### src/hw/rtl/kphr_pkg.sv
// shared types, constants and register codes for the key press/hold/release tracker
package kphr_pkg;

  localparam int NUM_KEYS = 8;
  localparam int KEY_AW   = (NUM_KEYS > 1) ? $clog2(NUM_KEYS) : 1;

  localparam int IDX_W   = 3;
  localparam int COUNT_W = 8;
  localparam int TIME_W  = 32;
  localparam int STATE_W = 3;
  localparam int THR_W   = 8;
  localparam int PER_W   = 16;

  localparam int S_TDATA_W = 48;
  localparam int M_TDATA_W = 8;

  localparam int CFG_IDX_W  = 2;
  localparam int CFG_DATA_W = 16;

  // configuration register indexes
  localparam logic [CFG_IDX_W-1:0] REG_PRESS_THR   = 2'd0;
  localparam logic [CFG_IDX_W-1:0] REG_RELEASE_THR = 2'd1;
  localparam logic [CFG_IDX_W-1:0] REG_HOLD_PERIOD = 2'd2;
  localparam logic [CFG_IDX_W-1:0] REG_RELEASE_TO  = 2'd3;

  // per-key state codes
  localparam logic [STATE_W-1:0] ST_IDLE     = 3'd0;
  localparam logic [STATE_W-1:0] ST_PRESSED  = 3'd1;
  localparam logic [STATE_W-1:0] ST_HOLDTIME = 3'd2;
  localparam logic [STATE_W-1:0] ST_HOLD     = 3'd3;
  localparam logic [STATE_W-1:0] ST_RELEASED = 3'd4;

  // item modes
  localparam logic MODE_SCAN  = 1'b0;
  localparam logic MODE_QUERY = 1'b1;

  localparam logic [THR_W-1:0] PRESS_THR_RST   = 8'd8;
  localparam logic [THR_W-1:0] RELEASE_THR_RST = 8'd2;
  localparam logic [PER_W-1:0] HOLD_PERIOD_RST = 16'd1000;
  localparam logic [PER_W-1:0] RELEASE_TO_RST  = 16'd500;

  typedef struct packed {
    logic [STATE_W-1:0] key_mode;
    logic [TIME_W-1:0]  hold_start;
    logic [TIME_W-1:0]  release_start;
  } entry_t;

  typedef struct packed {
    logic [THR_W-1:0] press_threshold;
    logic [THR_W-1:0] release_threshold;
    logic [PER_W-1:0] hold_period;
    logic [PER_W-1:0] release_timeout;
  } cfg_t;

endpackage

### src/hw/rtl/kphr_key_ram.sv
// per-key state memory with registered read and reset-cleared valid bits
module kphr_key_ram (
  input  logic                        clk,
  input  logic                        rst,
  input  logic                        rd_en,
  input  logic [kphr_pkg::KEY_AW-1:0] rd_addr,
  output kphr_pkg::entry_t            rd_data,
  input  logic                        wr_en,
  input  logic [kphr_pkg::KEY_AW-1:0] wr_addr,
  input  kphr_pkg::entry_t            wr_data
);

  kphr_pkg::entry_t                  mem [kphr_pkg::NUM_KEYS];
  logic [kphr_pkg::NUM_KEYS-1:0]     valid;
  kphr_pkg::entry_t                  rd_q;
  logic                              rd_valid;

  always_ff @(posedge clk) begin
    if (wr_en) begin
      mem[wr_addr] <= wr_data;
    end
    if (rd_en) begin
      rd_q <= mem[rd_addr];
    end
  end

  always_ff @(posedge clk) begin
    if (rst) begin
      valid    <= '0;
      rd_valid <= 1'b0;
    end else begin
      if (wr_en) begin
        valid[wr_addr] <= 1'b1;
      end
      if (rd_en) begin
        rd_valid <= valid[rd_addr];
      end
    end
  end

  // an entry never written reads as its reset value
  assign rd_data = rd_valid ? rd_q : '0;

endmodule

### src/hw/rtl/kphr_update.sv
// next-state and result logic for one key scan or query
module kphr_update (
  input  kphr_pkg::entry_t                 cur,
  input  kphr_pkg::cfg_t                   cfg,
  input  logic                             mode,
  input  logic [kphr_pkg::COUNT_W-1:0]     press_count,
  input  logic [kphr_pkg::TIME_W-1:0]      now_ms,
  output kphr_pkg::entry_t                 nxt,
  output logic [kphr_pkg::STATE_W-1:0]     result
);

  logic [kphr_pkg::TIME_W-1:0] hold_elapsed;
  logic [kphr_pkg::TIME_W-1:0] rel_elapsed;
  logic                        hold_done;
  logic                        rel_done;
  logic                        is_release;

  // wrapping differences
  assign hold_elapsed = now_ms - cur.hold_start;
  assign rel_elapsed  = now_ms - cur.release_start;
  assign hold_done  = hold_elapsed >=
                      {{(kphr_pkg::TIME_W-kphr_pkg::PER_W){1'b0}}, cfg.hold_period};
  assign rel_done   = rel_elapsed >=
                      {{(kphr_pkg::TIME_W-kphr_pkg::PER_W){1'b0}}, cfg.release_timeout};
  assign is_release = press_count < cfg.release_threshold;

  always_comb begin
    nxt    = cur;
    result = kphr_pkg::ST_IDLE;
    if (mode == kphr_pkg::MODE_SCAN) begin
      unique case (cur.key_mode)
        kphr_pkg::ST_IDLE: begin
          if (press_count >= cfg.press_threshold) begin
            nxt.key_mode   = kphr_pkg::ST_PRESSED;
            nxt.hold_start = now_ms;
          end
        end
        kphr_pkg::ST_PRESSED, kphr_pkg::ST_HOLD: begin
          if (is_release) begin
            nxt.key_mode      = kphr_pkg::ST_RELEASED;
            nxt.release_start = now_ms;
          end else if (hold_done) begin
            nxt.key_mode = kphr_pkg::ST_HOLDTIME;
          end
        end
        kphr_pkg::ST_HOLDTIME: begin
          if (is_release) begin
            nxt.key_mode      = kphr_pkg::ST_RELEASED;
            nxt.release_start = now_ms;
          end
        end
        kphr_pkg::ST_RELEASED: begin
          if (rel_done) begin
            nxt.key_mode = kphr_pkg::ST_IDLE;
          end
        end
        default: begin
          nxt.key_mode = kphr_pkg::ST_IDLE;
        end
      endcase
      result = nxt.key_mode;
    end else begin
      // query returns the stored code and consumes it
      result = cur.key_mode;
      unique case (cur.key_mode)
        kphr_pkg::ST_PRESSED, kphr_pkg::ST_HOLD: begin
          nxt.key_mode = kphr_pkg::ST_HOLD;
        end
        kphr_pkg::ST_HOLDTIME: begin
          nxt.key_mode   = kphr_pkg::ST_HOLD;
          nxt.hold_start = now_ms;
        end
        default: begin
          nxt.key_mode = kphr_pkg::ST_IDLE;
        end
      endcase
    end
  end

endmodule

### src/hw/rtl/key_press_hold_release_fsm.sv
// key press/hold/release tracker: per-key state in a memory, read-modify-write per transaction
// a transaction's key entry is read into a register, then updated and written back as its result is registered
// a new transaction is taken only after the previous one has written back its key entry;
//   a stalled result holds the update stage
// reset: synchronous rst clears the key valid bits, so every key reads as not pressed with
//   zero timestamps; configuration registers return to 8, 2, 1000 and 500
module key_press_hold_release_fsm (
  input  logic                              clk,
  input  logic                              rst,
  // stream input
  input  logic                              s_tvalid,
  output logic                              s_tready,
  // s_tdata from bit 0: mode[0], key_index[3:1], press_count[11:4], now_ms[43:12], zero pad
  input  logic [kphr_pkg::S_TDATA_W-1:0]    s_tdata,
  // stream output
  output logic                              m_tvalid,
  input  logic                              m_tready,
  // m_tdata from bit 0: key_state[2:0], zero pad
  output logic [kphr_pkg::M_TDATA_W-1:0]    m_tdata,
  // configuration write port
  input  logic                              cfg_we,
  input  logic [kphr_pkg::CFG_IDX_W-1:0]    cfg_index,
  input  logic [kphr_pkg::CFG_DATA_W-1:0]   cfg_data
);

  // input field unpacking
  logic                             in_mode;
  logic [kphr_pkg::IDX_W-1:0]       in_key;
  logic [kphr_pkg::COUNT_W-1:0]     in_count;
  logic [kphr_pkg::TIME_W-1:0]      in_now;
  logic                             in_range;

  assign in_mode  = s_tdata[0];
  assign in_key   = s_tdata[3:1];
  assign in_count = s_tdata[11:4];
  assign in_now   = s_tdata[43:12];
  // out-of-range keys touch nothing and report not pressed
  assign in_range = {1'b0, in_key} < (kphr_pkg::IDX_W+1)'(kphr_pkg::NUM_KEYS);

  // configuration registers
  kphr_pkg::cfg_t cfg;

  always_ff @(posedge clk) begin
    if (rst) begin
      cfg.press_threshold   <= kphr_pkg::PRESS_THR_RST;
      cfg.release_threshold <= kphr_pkg::RELEASE_THR_RST;
      cfg.hold_period       <= kphr_pkg::HOLD_PERIOD_RST;
      cfg.release_timeout   <= kphr_pkg::RELEASE_TO_RST;
    end else if (cfg_we) begin
      unique case (cfg_index)
        kphr_pkg::REG_PRESS_THR:   cfg.press_threshold   <= cfg_data[kphr_pkg::THR_W-1:0];
        kphr_pkg::REG_RELEASE_THR: cfg.release_threshold <= cfg_data[kphr_pkg::THR_W-1:0];
        kphr_pkg::REG_HOLD_PERIOD: cfg.hold_period       <= cfg_data;
        kphr_pkg::REG_RELEASE_TO:  cfg.release_timeout   <= cfg_data;
        default: ;
      endcase
    end
  end

  // update stage: item held while its key entry is read and then written back
  logic                             busy;
  logic                             item_mode;
  logic [kphr_pkg::IDX_W-1:0]       item_key;
  logic [kphr_pkg::COUNT_W-1:0]     item_count;
  logic [kphr_pkg::TIME_W-1:0]      item_now;
  logic                             item_range;

  logic                             accept;
  logic                             out_free;
  logic                             retire;

  kphr_pkg::entry_t                 cur_entry;
  kphr_pkg::entry_t                 nxt_entry;
  logic [kphr_pkg::STATE_W-1:0]     upd_result;
  logic [kphr_pkg::STATE_W-1:0]     key_state;

  // new transactions only when no read-modify-write is open, so a read never
  // overlaps the write-back of the same entry
  assign s_tready = !busy;
  assign accept   = s_tvalid && s_tready;
  assign out_free = !m_tvalid || m_tready;
  assign retire   = busy && out_free;

  kphr_key_ram u_ram (
    .clk     (clk),
    .rst     (rst),
    .rd_en   (accept),
    .rd_addr (in_key[kphr_pkg::KEY_AW-1:0]),
    .rd_data (cur_entry),
    .wr_en   (retire && item_range),
    .wr_addr (item_key[kphr_pkg::KEY_AW-1:0]),
    .wr_data (nxt_entry)
  );

  kphr_update u_update (
    .cur         (cur_entry),
    .cfg         (cfg),
    .mode        (item_mode),
    .press_count (item_count),
    .now_ms      (item_now),
    .nxt         (nxt_entry),
    .result      (upd_result)
  );

  always_ff @(posedge clk) begin
    if (accept) begin
      item_mode  <= in_mode;
      item_key   <= in_key;
      item_count <= in_count;
      item_now   <= in_now;
      item_range <= in_range;
    end
    if (retire) begin
      key_state <= item_range ? upd_result : kphr_pkg::ST_IDLE;
    end
  end

  always_ff @(posedge clk) begin
    if (rst) begin
      busy     <= 1'b0;
      m_tvalid <= 1'b0;
    end else begin
      if (accept) begin
        busy <= 1'b1;
      end else if (retire) begin
        busy <= 1'b0;
      end
      if (retire) begin
        m_tvalid <= 1'b1;
      end else if (m_tready) begin
        m_tvalid <= 1'b0;
      end
    end
  end

  assign m_tdata = {{(kphr_pkg::M_TDATA_W-kphr_pkg::STATE_W){1'b0}}, key_state};

endmodule

### config.mk
export PLATFORM = sky130hd
export DESIGN_NAME = key_press_hold_release_fsm
export DESIGN_NICKNAME = d
export VERILOG_FILES = /design/src/hw/rtl/kphr_pkg.sv /design/src/hw/rtl/kphr_key_ram.sv /design/src/hw/rtl/kphr_update.sv /design/src/hw/rtl/key_press_hold_release_fsm.sv
export SDC_FILE = /design/constraint.sdc
export NUM_CORES = 1
export LEC_CHECK = 0
export ABC_AREA = 0
export BUFFER_PORTS_ARGS = -buffer_cell sky130_fd_sc_hd__buf_4
export CORE_MARGIN = 2
export CORE_UTILIZATION = 65
export CTS_CLUSTER_DIAMETER = 100
export CTS_CLUSTER_SIZE = 12
export DETAILED_ROUTE_END_ITERATION = 8
export PLACE_DENSITY = 0.84
export SLEW_MARGIN = 20
export SYNTH_ARGS = -nofsm -noshare
export SYNTH_HDL_FRONTEND = slang
export SYNTH_SLANG_ARGS = --single-unit
export TNS_END_PERCENT = 10
### constraint.sdc
create_clock -name clk -period 12.4 [get_ports clk]
set_input_delay 1.86 -clock clk [delete_from_list [all_inputs] [get_ports clk]]
set_output_delay 1.86 -clock clk [all_outputs]
set_load 0.02 [all_outputs]
==> impl_results.md <==
* Psw at 1260 µW
* Max Freq at 161 MHz
* Post-CTS Resized at 0
* Chip width at 226 µm
* Post-place instance area at 33,300 µm²
* FF/Latch Area at 20,700 µm²
* Slew @ Worst Pin at 1.03 ns
* Input/output buffers at 71
* Setup tns final at 0 ns
* # setup viols final at 0
* Post-Syn Area at 32,000 µm²
* Dpl hpwl at 43,800 µm
* Final Hold Vio Count at 0
* Die Span Y at 226 µm
* Simple-gate share of the synthesized area at 7.06%
* Critical path class: reg2reg
* Min-delay src: cfg[27]
* Total Wirelength at 74,900 µm
* FF-to-FF Start: u_ram.rd_valid
* Post-synthesis adder-cell area fraction at 4.46%
* Ys async rst share at 0%
* Vias at 19,500
* Crit path max-delay cell type: dfxtp_2
* Leakage at 0.0122 µW
* Comb pwr share at 11.3%
* CTS tree: done
* Clk buf depth at 3
* Synth top area cells: edfxtp_1 61%, mux4_2 9.6%, ha_1 4.3%, dfxtp_1 3.7%, nand2_1 2.8%
* Largest net degree at the start of global routing at 78
* Clk Latency, worst-skew pair at 0.64 ns
* Final std cell area, no fill at 35,300 µm²
* RSZ-0062 raised after global routing: no
* Clk sinks at 709
* Most instantiated library cell after synthesis: edfxtp_1
* Worst Setup Start Kind: flop
* Gr ovfl total at 0
* Synth Instances at 2,167
* Multi-input gate area at 10,600 µm²
* Flops & latches, synth at 709
* Post-synth EDFFs at 650
* Synth Area in Compound Gates at 7.15%
* Hold Crit Class: reg2reg
* Vias in the first global route at 19,600
* Maximum VDD drop at 0.000107 V
* Synth Flop Type: edfxtp_1
* P&R area growth vs syn at 10.0%
* Sw Share at 23.9%
* Number of distinct library cells after synthesis at 73
* WL/cell at 25.5 µm
* Status: completed
* R2R Setup Slk at 6.17 ns
* Fillcell total at 2,896
* Critical path, cell by cell: nand2_1, ha_1, nor2b_1, o2111ai_1, a31oi_1, a21o_1, a21oi_1, o21ai_0, xor2_1, ha_1, or4_1, or4_1, nor4_2, nand4_1, nor4_2, o2111ai_1, a211oi_2, a31o_1
* R2R Path End: key_state[2]
* Mux cell area share after synthesis at 13.1%
* Clock root buffer: clkbuf_16
* Clock Power Share at 36.8%
* Total Power at 5270 µW
* DR pass1 iterations at 5
* ANT nets after route at 0
* Boundary Pins at 81
* Power per cell area at 149 nW/µm²
* Layout cells sized above 1 at 18.0%
* Gpl congestion at 0.957
* GRT Util Overall at 30.1%
* Hold depth at 2
* Hold buffer count at CTS at 0
* Combinational family with the most area after synthesis: multiplexers
* CORE AREA at 48,700 µm²
* Syn Area/Cell at 14.8 µm²
* Area leader, netlist: edfxtp_1
* Final Cycle Share at 50.2%
* Layout Nets at 2,417
* N_diodes at 0
* CP endpoint kind: flop
* Min Tclk post-route at 6.23 ns
* Worst Clk Skew at 0.0281 ns
* # rows at 81
* Critical Path Fanout Max at 32
* Final Max Slew Viols at 0
* Yosys top cell area share at 60.9%
* Bufs and invs on worst path at 0
* Synth Area in XOR/XNOR at 1.04%
* Min-Delay Endpoint: cfg[27]
* CTS Buf Count at 69
* Post-CTS Setup Bufs at 0
* Required @ worst endpoint at 12.88 ns
* Initial antenna violation count at 0
* Starting density of the core at 65.7%
* Total number of yosys warnings at 0
* Register area share after synthesis at 64.6%
* Rel. slew slack at 31.1%
* CP delay by family, top: compound AO/OA/AOI/OAI gates
* Clk slew on worst S/H paths at 0.06 ns
* Sequential power share at 52.0%
* R2R depth at 18
* Routed vias/inst at 6.64
* Most instantiated cells after synthesis: 650 x edfxtp_1, 239 x nand2_1, 136 x mux4_2
* Cell-internal power at 4010 µW
* Crit-path max cell delay at 0.89 ns
* Global-route wire length before repair at 113,000 µm
* DIE AREA at 51,100 µm²
* Crit path DAT at 6.71 ns
* Number of DRC markers in iteration 0 at 2,377
* Stages on worst setup path at 18
* H-tree levels at 3
* Max Cap Viol at 0
* DRC at 0
-- power by group through the flow --
stage / logic [µW] / clock network (µW) / registers (µW)
6_report: 594 / 1940 / 2740
5_1_grt: 646 / 2040 / 2740
4_1_cts: 587 / 1960 / 2740
3_5_place_dp: 581 / 0 / 2780
3_3_place_gp: 561 / 0 / 2780
2_1_floorplan: 421 / 0 / 2770
-- worst register-to-register path: cells and delay by family (launching register included) --
family,cells,cell delay [ns]
AO/OA/AOI/OAI,8,2.44
XOR/XNOR,1,0.11
AND/OR/NAND/NOR,7,2.09
flip-flops,1,0.89
adder cells (fa/ha/maj),2,0.58
-- cell type report --
cell class                 count  area share [%]
clock buffer                  98            5.39
clock inverter                 7           0.238
inverter                     102            1.09
multi-input combinational   1255            30.1
sequential                   709            58.7
tap                          664            2.36
timing repair buffer          96            2.08
-- cell families after synthesis --
kind of cell	Yosys count
compound gates	363
xor+xnor	38
fa+ha+maj	113
buf+inv	207
flops	709
mux	242
other cells	1
simple gates	494
-- per-layer routing --
metal  wire [µm]  part of all wire, %  vias to the layer above  global-route usage, %
li1            -                    -                     8480                      -
met1       29800                   40                     9788                   41.5
met2       36300                   49                     1033                   48.7
met3        6610                  8.8                      158                   5.93
met4        2150                  2.9                        0                   10.2
met5           0                    0                        -                      0
-- stage by stage --
stage / cells / worst slack [ns] / utilization (%) / hold WS, ns
CTS: 2931 / 6.27 / 72.3 / 0.461
global placement: 2826 / 6.47 / 68.2 / 0.443
detailed placement: 2826 / 6.35 / 68.2 / 0.452
global route: 2931 / 5.75 / 72.3 / 0.485
floorplan: 2171 / 4.91 / - / 0.435
finish: 2931 / 6.17 / 72.3 / 0.460
-- worst max path at each step --
| stage | from | endpoint |
|---|---|---|
| after floorplan | m_tready | u_ram.mem[0][0] |
| after CTS | u_ram.rd_valid | key_state[2] |
| after detailed placement | u_ram.rd_valid | key_state[2] |
| after global routing | u_ram.rd_valid | key_state[2] |
| final | u_ram.rd_valid | key_state[2] |
| after global placement | u_ram.rd_valid | u_ram.mem[6][65] |
-- flip-flops by register name (all words and copies together) (netlist names), 3 cells and up --
| register | flops |
|---|---|
| u_ram.valid | 8 |
| cfg | 48 |
| item_count | 8 |
| item_now | 32 |
| item_key | 3 |
| key_state | 3 |
| u_ram.rd_q | 67 |
| u_ram.mem | 536 |
-- cell usage in the layout (no fill, tap or decap), types with 7 or more instances in the layout --
cell | Yosys | routed
nand2_1 | 239 | 239
nand3b_1 | 9 | 9
o21ai_0 | 34 | 34
mux2i_1 | 36 | 36
clkbuf_16 | 0 | 72
nor2_1 | 94 | 87
ha_1 | 111 | 111
o21ai_1 | 46 | 46
dfxtp_1 | 59 | 58
edfxtp_1 | 650 | 650
xor2_1 | 11 | 11
buf_4 | 5 | 94
mux4_2 | 136 | 136
o21bai_1 | 7 | 7
a21oi_1 | 127 | 127
a21o_1 | 26 | 26
o21a_1 | 12 | 12
xnor2_1 | 27 | 27
and2_1 | 8 | 8
nor3_1 | 32 | 30
a211o_1 | 13 | 13
a211oi_1 | 18 | 18
inv_1 | 102 | 102
nand2b_1 | 16 | 16
mux2_2 | 70 | 70
nor2b_1 | 8 | 7
nand3_1 | 23 | 23
nand4_1 | 25 | 25
clkbuf_1 | 79 | 26
o211ai_1 | 18 | 18
Power figures use the tool's default switching activity.
